===== src/rtl/rva_pkg.sv =====
package rva_pkg;

  localparam int AXW          = 16;  // axis component width, Q1.14
  localparam int SCW          = 16;  // sin / cos width, Q1.14
  localparam int OMW          = 17;  // (1 - cos) width
  localparam int XYW          = 33;  // CORDIC x / y width, Q2.30
  localparam int ZW           = 35;  // CORDIC angle accumulator width, Q30
  localparam int Z_SHIFT      = 17;  // Q13 -> Q30
  localparam int FRAC_SHIFT   = 14;
  localparam int CS_SHIFT     = 16;  // Q30 -> Q14
  localparam int ONE_Q14      = 16384;
  localparam int PI_Q13       = 25736;
  localparam int ATAN_ENTRIES = 24;

  localparam logic signed [ZW-1:0]  PI_Q30      = 35'sd3373259426;
  localparam logic signed [ZW-1:0]  HALF_PI_Q30 = 35'sd1686629713;
  localparam logic signed [XYW-1:0] GAIN_Q30    = 33'sh026DD3B6A;

  localparam logic [31:0] ATAN_Q30 [ATAN_ENTRIES] = '{
    32'h3243F6A8, 32'h1DAC6705, 32'h0FADBAFC, 32'h07F56EA6, 32'h03FEAB76, 32'h01FFD55B,
    32'h00FFFAAA, 32'h007FFF55, 32'h003FFFEA, 32'h001FFFFD, 32'h000FFFFF, 32'h0007FFFF,
    32'h0003FFFF, 32'h0001FFFF, 32'h0000FFFF, 32'h00007FFF, 32'h00003FFF, 32'h00001FFF,
    32'h00000FFF, 32'h000007FF, 32'h000003FF, 32'h000001FF, 32'h000000FF, 32'h0000007F
  };

  typedef struct packed {
    logic valid;
    logic flip;
  } ang_ctl_t;

endpackage


===== src/rtl/rva_cordic.sv =====
module rva_cordic #(
  parameter int STEPS       = 16,
  parameter int ANGLE_WIDTH = 16,
  parameter int TAG_WIDTH   = 8
) (
  input  logic                              clk_i,
  input  logic                              rst_ni,
  input  logic                              en_i,
  input  logic                              valid_i,
  input  logic signed [ANGLE_WIDTH-1:0]     angle_i,
  input  logic [TAG_WIDTH-1:0]              tag_i,
  output rva_pkg::ang_ctl_t                 ctl_o,
  output logic signed [rva_pkg::XYW-1:0]    cos_raw_o,
  output logic signed [rva_pkg::XYW-1:0]    sin_raw_o,
  output logic [TAG_WIDTH-1:0]              tag_o
);

  localparam int N   = (STEPS > rva_pkg::ATAN_ENTRIES) ? rva_pkg::ATAN_ENTRIES : STEPS;
  localparam int ACW = (ANGLE_WIDTH > 17) ? ANGLE_WIDTH : 17;
  localparam int XYW = rva_pkg::XYW;
  localparam int ZW  = rva_pkg::ZW;
  localparam logic signed [ACW-1:0] PI13 = ACW'(rva_pkg::PI_Q13);

  logic signed [ACW-1:0] ang_ext, ang_clip;
  logic signed [ZW-1:0]  z_in, z_fold;
  logic                  flip_in;

  logic                  valid_q [N+1];
  logic                  flip_q  [N+1];
  logic signed [XYW-1:0] x_q     [N+1];
  logic signed [XYW-1:0] y_q     [N+1];
  logic signed [ZW-1:0]  z_q     [N+1];
  logic [TAG_WIDTH-1:0]  tag_q   [N+1];

  // clip to +-pi, then fold into +-pi/2 (sin and cos negated later)
  always_comb begin
    ang_ext = ACW'(angle_i);
    if (ang_ext > PI13) begin
      ang_clip = PI13;
    end else if (ang_ext < -PI13) begin
      ang_clip = -PI13;
    end else begin
      ang_clip = ang_ext;
    end
    z_in    = ZW'(ang_clip) <<< rva_pkg::Z_SHIFT;
    flip_in = 1'b0;
    z_fold  = z_in;
    if (z_in > rva_pkg::HALF_PI_Q30) begin
      z_fold  = z_in - rva_pkg::PI_Q30;
      flip_in = 1'b1;
    end else if (z_in < -rva_pkg::HALF_PI_Q30) begin
      z_fold  = z_in + rva_pkg::PI_Q30;
      flip_in = 1'b1;
    end
  end

  always_ff @(posedge clk_i or negedge rst_ni) begin
    if (!rst_ni) begin
      valid_q[0] <= 1'b0;
    end else if (en_i) begin
      valid_q[0] <= valid_i;
    end
  end

  always_ff @(posedge clk_i) begin
    if (en_i) begin
      flip_q[0] <= flip_in;
      x_q[0]    <= rva_pkg::GAIN_Q30;
      y_q[0]    <= '0;
      z_q[0]    <= z_fold;
      tag_q[0]  <= tag_i;
    end
  end

  for (genvar gi = 0; gi < N; gi++) begin : g_step
    localparam logic signed [ZW-1:0] AT = ZW'(rva_pkg::ATAN_Q30[gi]);

    always_ff @(posedge clk_i or negedge rst_ni) begin
      if (!rst_ni) begin
        valid_q[gi+1] <= 1'b0;
      end else if (en_i) begin
        valid_q[gi+1] <= valid_q[gi];
      end
    end

    always_ff @(posedge clk_i) begin
      if (en_i) begin
        flip_q[gi+1] <= flip_q[gi];
        tag_q[gi+1]  <= tag_q[gi];
        if (z_q[gi] >= 0) begin
          x_q[gi+1] <= x_q[gi] - (y_q[gi] >>> gi);
          y_q[gi+1] <= y_q[gi] + (x_q[gi] >>> gi);
          z_q[gi+1] <= z_q[gi] - AT;
        end else begin
          x_q[gi+1] <= x_q[gi] + (y_q[gi] >>> gi);
          y_q[gi+1] <= y_q[gi] - (x_q[gi] >>> gi);
          z_q[gi+1] <= z_q[gi] + AT;
        end
      end
    end
  end

  assign ctl_o.valid = valid_q[N];
  assign ctl_o.flip  = flip_q[N];
  assign cos_raw_o   = x_q[N];
  assign sin_raw_o   = y_q[N];
  assign tag_o       = tag_q[N];

endmodule


===== config.mk =====
export PLATFORM = sky130hd
export DESIGN_NAME = rva_cordic
export DESIGN_NICKNAME = d
export VERILOG_FILES = /design/src/rtl/rva_pkg.sv /design/src/rtl/rva_cordic.sv
export SDC_FILE = /design/constraint.sdc
export NUM_CORES = 2
export LEC_CHECK = 0
export BUFFER_PORTS_ARGS = -buffer_cell sky130_fd_sc_hd__buf_2
export CAP_MARGIN = 10
export CELL_PAD_IN_SITES_DETAIL_PLACEMENT = 0
export CELL_PAD_IN_SITES_GLOBAL_PLACEMENT = 1
export CORE_MARGIN = 4
export CORE_UTILIZATION = 25
export DETAILED_ROUTE_END_ITERATION = 10
export PLACE_DENSITY_LB_ADDON = 0.15
export SLEW_MARGIN = 20
export SYNTH_ARGS = -nofsm -noshare
export SYNTH_HDL_FRONTEND = slang
export SYNTH_SLANG_ARGS = --single-unit

===== constraint.sdc =====
create_clock -name clk_i -period 4.9 [get_ports clk_i]
set_input_delay 0.735 -clock clk_i [delete_from_list [all_inputs] [get_ports clk_i]]
set_output_delay 0.735 -clock clk_i [all_outputs]
set_load 0.02 [all_outputs]

---- Word-level counts from Yosys, hierarchy flattened ----
Memories as Yosys holds them, arrays and structs flattened.
Cells that the tools add are included.
word-level totals
  logic and storage cells ................. 339
  input bits .............................. 28
  bits in registers ....................... 17
  bits in writable memories ............... 1870
  memories ................................ 5
memories
  memory  depth  bits a word  read ports  clocked after Yosys merged registers in  write ports  line              source
  z_q     17     35           16          0                                        17           rva_cordic.sv:32  logic signed [ZW-1:0] z_q [N+1];
  x_q     17     33           17          0                                        17           rva_cordic.sv:30  logic signed [XYW-1:0] x_q [N+1];
  y_q     17     33           17          0                                        17           rva_cordic.sv:31  logic signed [XYW-1:0] y_q [N+1];
  tag_q   17     8            17          0                                        17           rva_cordic.sv:33  logic [TAG_WIDTH-1:0] tag_q [N+1];
  flip_q  17     1            17          0                                        17           rva_cordic.sv:29  logic flip_q [N+1];
cells by class
  mux-type cells .......................... 152
  order comparisons ....................... 20
  bitwise logic cells ..................... 48
  $add $sub $neg .......................... 97
operators with widths
  kind                                                  count
  2-to-1 mux 33 bit                                     32
  2-to-1 mux 35 bit                                     18
  >= comparator 35 x 1 -> 1 bit, second input constant  16
  2-to-1 mux 1 bit                                      100
  adder 33 x 18 -> 33 bit                               2
  adder 33 x 19 -> 33 bit                               2
  adder 33 x 20 -> 33 bit                               2
  adder 33 x 21 -> 33 bit                               2
  adder 33 x 22 -> 33 bit                               2
  adder 33 x 23 -> 33 bit                               2
  adder 33 x 24 -> 33 bit                               2
  adder 33 x 25 -> 33 bit                               2
  adder 33 x 26 -> 33 bit                               2
  adder 33 x 27 -> 33 bit                               2
  adder 33 x 28 -> 33 bit                               2
  adder 33 x 29 -> 33 bit                               2
  adder 33 x 30 -> 33 bit                               2
  adder 33 x 31 -> 33 bit                               2
  adder 33 x 32 -> 33 bit                               2
  subtractor 33 x 18 -> 33 bit                          2
  subtractor 33 x 19 -> 33 bit                          2
  subtractor 33 x 20 -> 33 bit                          2
  subtractor 33 x 21 -> 33 bit                          2
  subtractor 33 x 22 -> 33 bit                          2
  52 further kinds                                      111

---- Longest topological paths before layout ----
  depth in word-level cells ............... 6
  depth in mapped cells ................... 24

---- Worst setup path after synthesis ----
No wires, ideal clock.
  path type ............................... input -> register
  from .................................... in en_i
  to ...................................... mem y_q[10][32] (data pin)
  path slack .............................. -0.675 ns
  setup time .............................. 0.260 ns
  data arrival time ....................... 5.315 ns
  data required time ...................... 4.640 ns
  buffers on the path ..................... 4
  cell stages on the path ................. 19
  path through ............................ clkbuf_1 > clkbuf_1 > nand2_1 > inv_1 > clkbuf_1 > buf_1 > mux2i_1 > fa_1 > a21oi_1 > o22ai_1 > o41ai_2 > o21ai_0 > and4bb_2 > o41ai_2 > o31a_1 > o21ai_0 > o21a_1 > nor2_1 > xnor2_1
RTL lines
  what             line              source
  start, declared  rva_cordic.sv:8   input logic en_i,
  end, declared    rva_cordic.sv:31

==> flow_summary.ini <==
[status]
status = completed

[hold_path]
hp-class = input port to flip-flop

[synth]
synth_area_um2 = 128300
ys_types = 100
yosys.area.top_type = edfxtp_1
ys.flop_type = edfxtp_1
async_flop_share = 0.01043
syn_nets = 14420
synth_edf_count = 1613
syn_inst = 12940
synth_seq_area_share = 0.3809
ys.warnings.count = 0
yosys-top-cells-area = edfxtp_1, ha_1, xnor2_1, a21oi_1, xor2_1
syn_avg_cell_area_um2 = 9.917
synth_top_area_share = 0.3776
synth-seq-cells = 1630

[floorplanning]
rows = 262
initial_utilization = 0.2515
die_area_um2 = 524700
die_w_um = 724.3
chipHeight_um = 724.3
core-area_um2 = 510100
num_io_pins = 104

[cts]
cts_buffers = 216
clockRootBuffer = clkbuf_16
cts.reportedPaths.clkPinSlew_ps = 60
cts_htree_levels = 4
cts_buffer_depth = 4
clk_latency_ps = 940
cts_tree = yes
clock_sinks = 1630

[drt]
m1WireLength_um = 175800
drtIter0Drc = 4547
wl_um = 394700
routedWlPerCell_um = 18.49
vias_per_cell = 4.621
drt.antenna.violating_nets = 0
drt_first_pass_iters = 6
drc = 0
dr_wl_met2_um = 201000
wl_met3_um = 8508
routed.top_layer = met4
vias = 98640

[timing]
period_needed_ps = 4696
worst_slew_pin_slew_ps = 979.6
period_share = 0.9584
finalHoldViolCount = 0
skew_ps = 86.84
slew_headroom = 0.3469
fmax_mhz = 212.9
drv_slew = 0
setup_violations = 0

[critical_path]
worst_setup_path_start_kind = flip-flop
cp_max_fo = 4
slowest_delay_ps = 570
r2r_setup_slack_ps = 200
cp-end-kind = flip-flop
crit_arrival_ps = 5330
critical_path_class = flip-flop to flip-flop
cp_data_required_time_ps = 5530
crit_slowest_cell = or4_1
crit_path_cell_trace = or4_1 -> or2_2 -> nand2b_1 -> o31ai_2 -> xnor2_1 -> ha_1 -> a21o_1 -> a21oi_1 -> nand3b_1 -> o21a_1 -> a221o_1 -> or4_1 -> a31o_2 -> a21oi_1 -> xnor2_1

[global_route]
grt_pass1_vias = 101000
grt_pass1_wl_um = 612000
grt_overflow = 0
antenna_found_initial = 5
grt_start_max_net_pins = 160
grt_usage = 0.1477

[final_layout]
most-common-layout-cells = edfxtp_1, ha_1, buf_4, a21oi_1, xnor2_1
final_common_cell = edfxtp_1
nNetsFinal = 15920
fillers = 53470
final_cells = 21350
fin_util = 0.3040
syn2layout_area_growth_pct = 20.88
multiInputGateArea_um2 = 77110
drive_above_1_share = 0.1438
seqCellArea_um2 = 48860

[place]
dp_hpwl_um = 323400
io_buffers = 103
dpl.cell_count = 20930
place_congestion = 0.8261

[job]
maxCapViolations = 0
[cell usage after synthesis (106+ instances only)]
| library cell | instances |
|---|---|
| xnor2_1 | 1234 |
| ha_1 | 1416 |
| o21bai_1 | 195 |
| nand2b_1 | 192 |
| clkbuf_1 | 147 |
| o21ai_0 | 652 |
| o21a_1 | 213 |
| nor3_1 | 251 |
| a21oi_1 | 1334 |
| inv_1 | 551 |
| nor2_1 | 989 |
| o31ai_1 | 156 |
| xor2_1 | 576 |
| and3_1 | 106 |
| nand3_1 | 217 |
| edfxtp_1 | 1613 |
| a31oi_1 | 133 |
| nor2b_1 | 176 |
| nand2_1 | 685 |
| a21o_1 | 650 |
[path summary, 6_finish.rpt]
path / startpoint / end / cells after the start
worst max-delay path: y_q[8][16] / x_q[9][31] / 15
worst min-delay path: angle_i[1] / z_q[0][18] / 3
worst max register to register: y_q[8][16] / x_q[9][31] / 15
worst min register to register: tag_q[0][52] / tag_q[0][60] / 0
max in group asynchronous: rst_ni / valid_q[3] / 2
min in group asynchronous: rst_ni / valid_q[16] / 2
[sequential cells by signal, indices dropped and copies added, names as in the netlist]
register	count
valid_q	16
y_q	496
tag_q	136
ctl_o	1
x_q	470
z_q	495
flip_q	16
[critical path, delay by kind of cell (launching register included)]
family | cells | cell delay, ps
compound gates | 7 | 1790
simple gates | 5 | 1740
flops | 1 | 390
fa+ha+maj | 1 | 270
xor+xnor | 2 | 250
[final cells by class]
class                           instances  area share
Antenna cell                            2  0.00003227
Clock buffer                          264     0.03690
Clock inverter                        133     0.01034
Inverter                              565     0.01368
Multi-Input combinational cell      10550      0.4972
Sequential cell                      1630      0.3151
Tap cell                             6732     0.05432
Timing Repair Buffer                 1475     0.07242
[routing by layer]
| metal | GRT usage | vias up |
|---|---|---|
| li1 | - | 51280 |
| met1 | 0.1830 | 46050 |
| met2 | 0.2749 | 904 |
| met3 | 0.01310 | 411 |
| met4 | 0.03344 | 0 |
| met5 | 0 | - |
[through the flow]
step	hold WS [ps]	instance area (um2)	setup slack [ps]	setup TNS [ps]
2_1_floorplan	400.3	128300	-54.49	-54.49
3_3_place_gp	400.1	147000	-299.2	-1164
3_5_place_dp	404.5	147000	-251.3	-1402
4_1_cts	97.52	154500	1.243	0
5_1_grt	182.4	155100	-25.86	-55.44
6_report	211.8	155100	203.8	0
[timing repair]
item                                    in CTS  in global routing
pin swaps                                    1                 18
gates resized for setup                      5                121
buffers inserted                             0                  8
endpoints found under the setup margin       8                106
hold buffers                                10                  0
endpoints found under the hold margin       26                  0
[cells by family (layout without fill, tap and decap cells)]
logic type	Yosys count	count (layout)	share of synthesized area
AO/OA/AOI/OAI	3954	3954	0.1958
XOR/XNOR	1810	1810	0.1236
adder cells (fa/ha/maj)	1459	1459	0.1448
buffers and inverters	759	2437	0.02251
flip-flops	1630	1630	0.3809
multiplexers	118	118	0.009812
other	0	2	0
AND/OR/NAND/NOR	3206	3206	0.1226
Power is left out: the tool's default activity adds up to more than one toggle a clock period on the data nets, which glitch-free logic cannot reach.
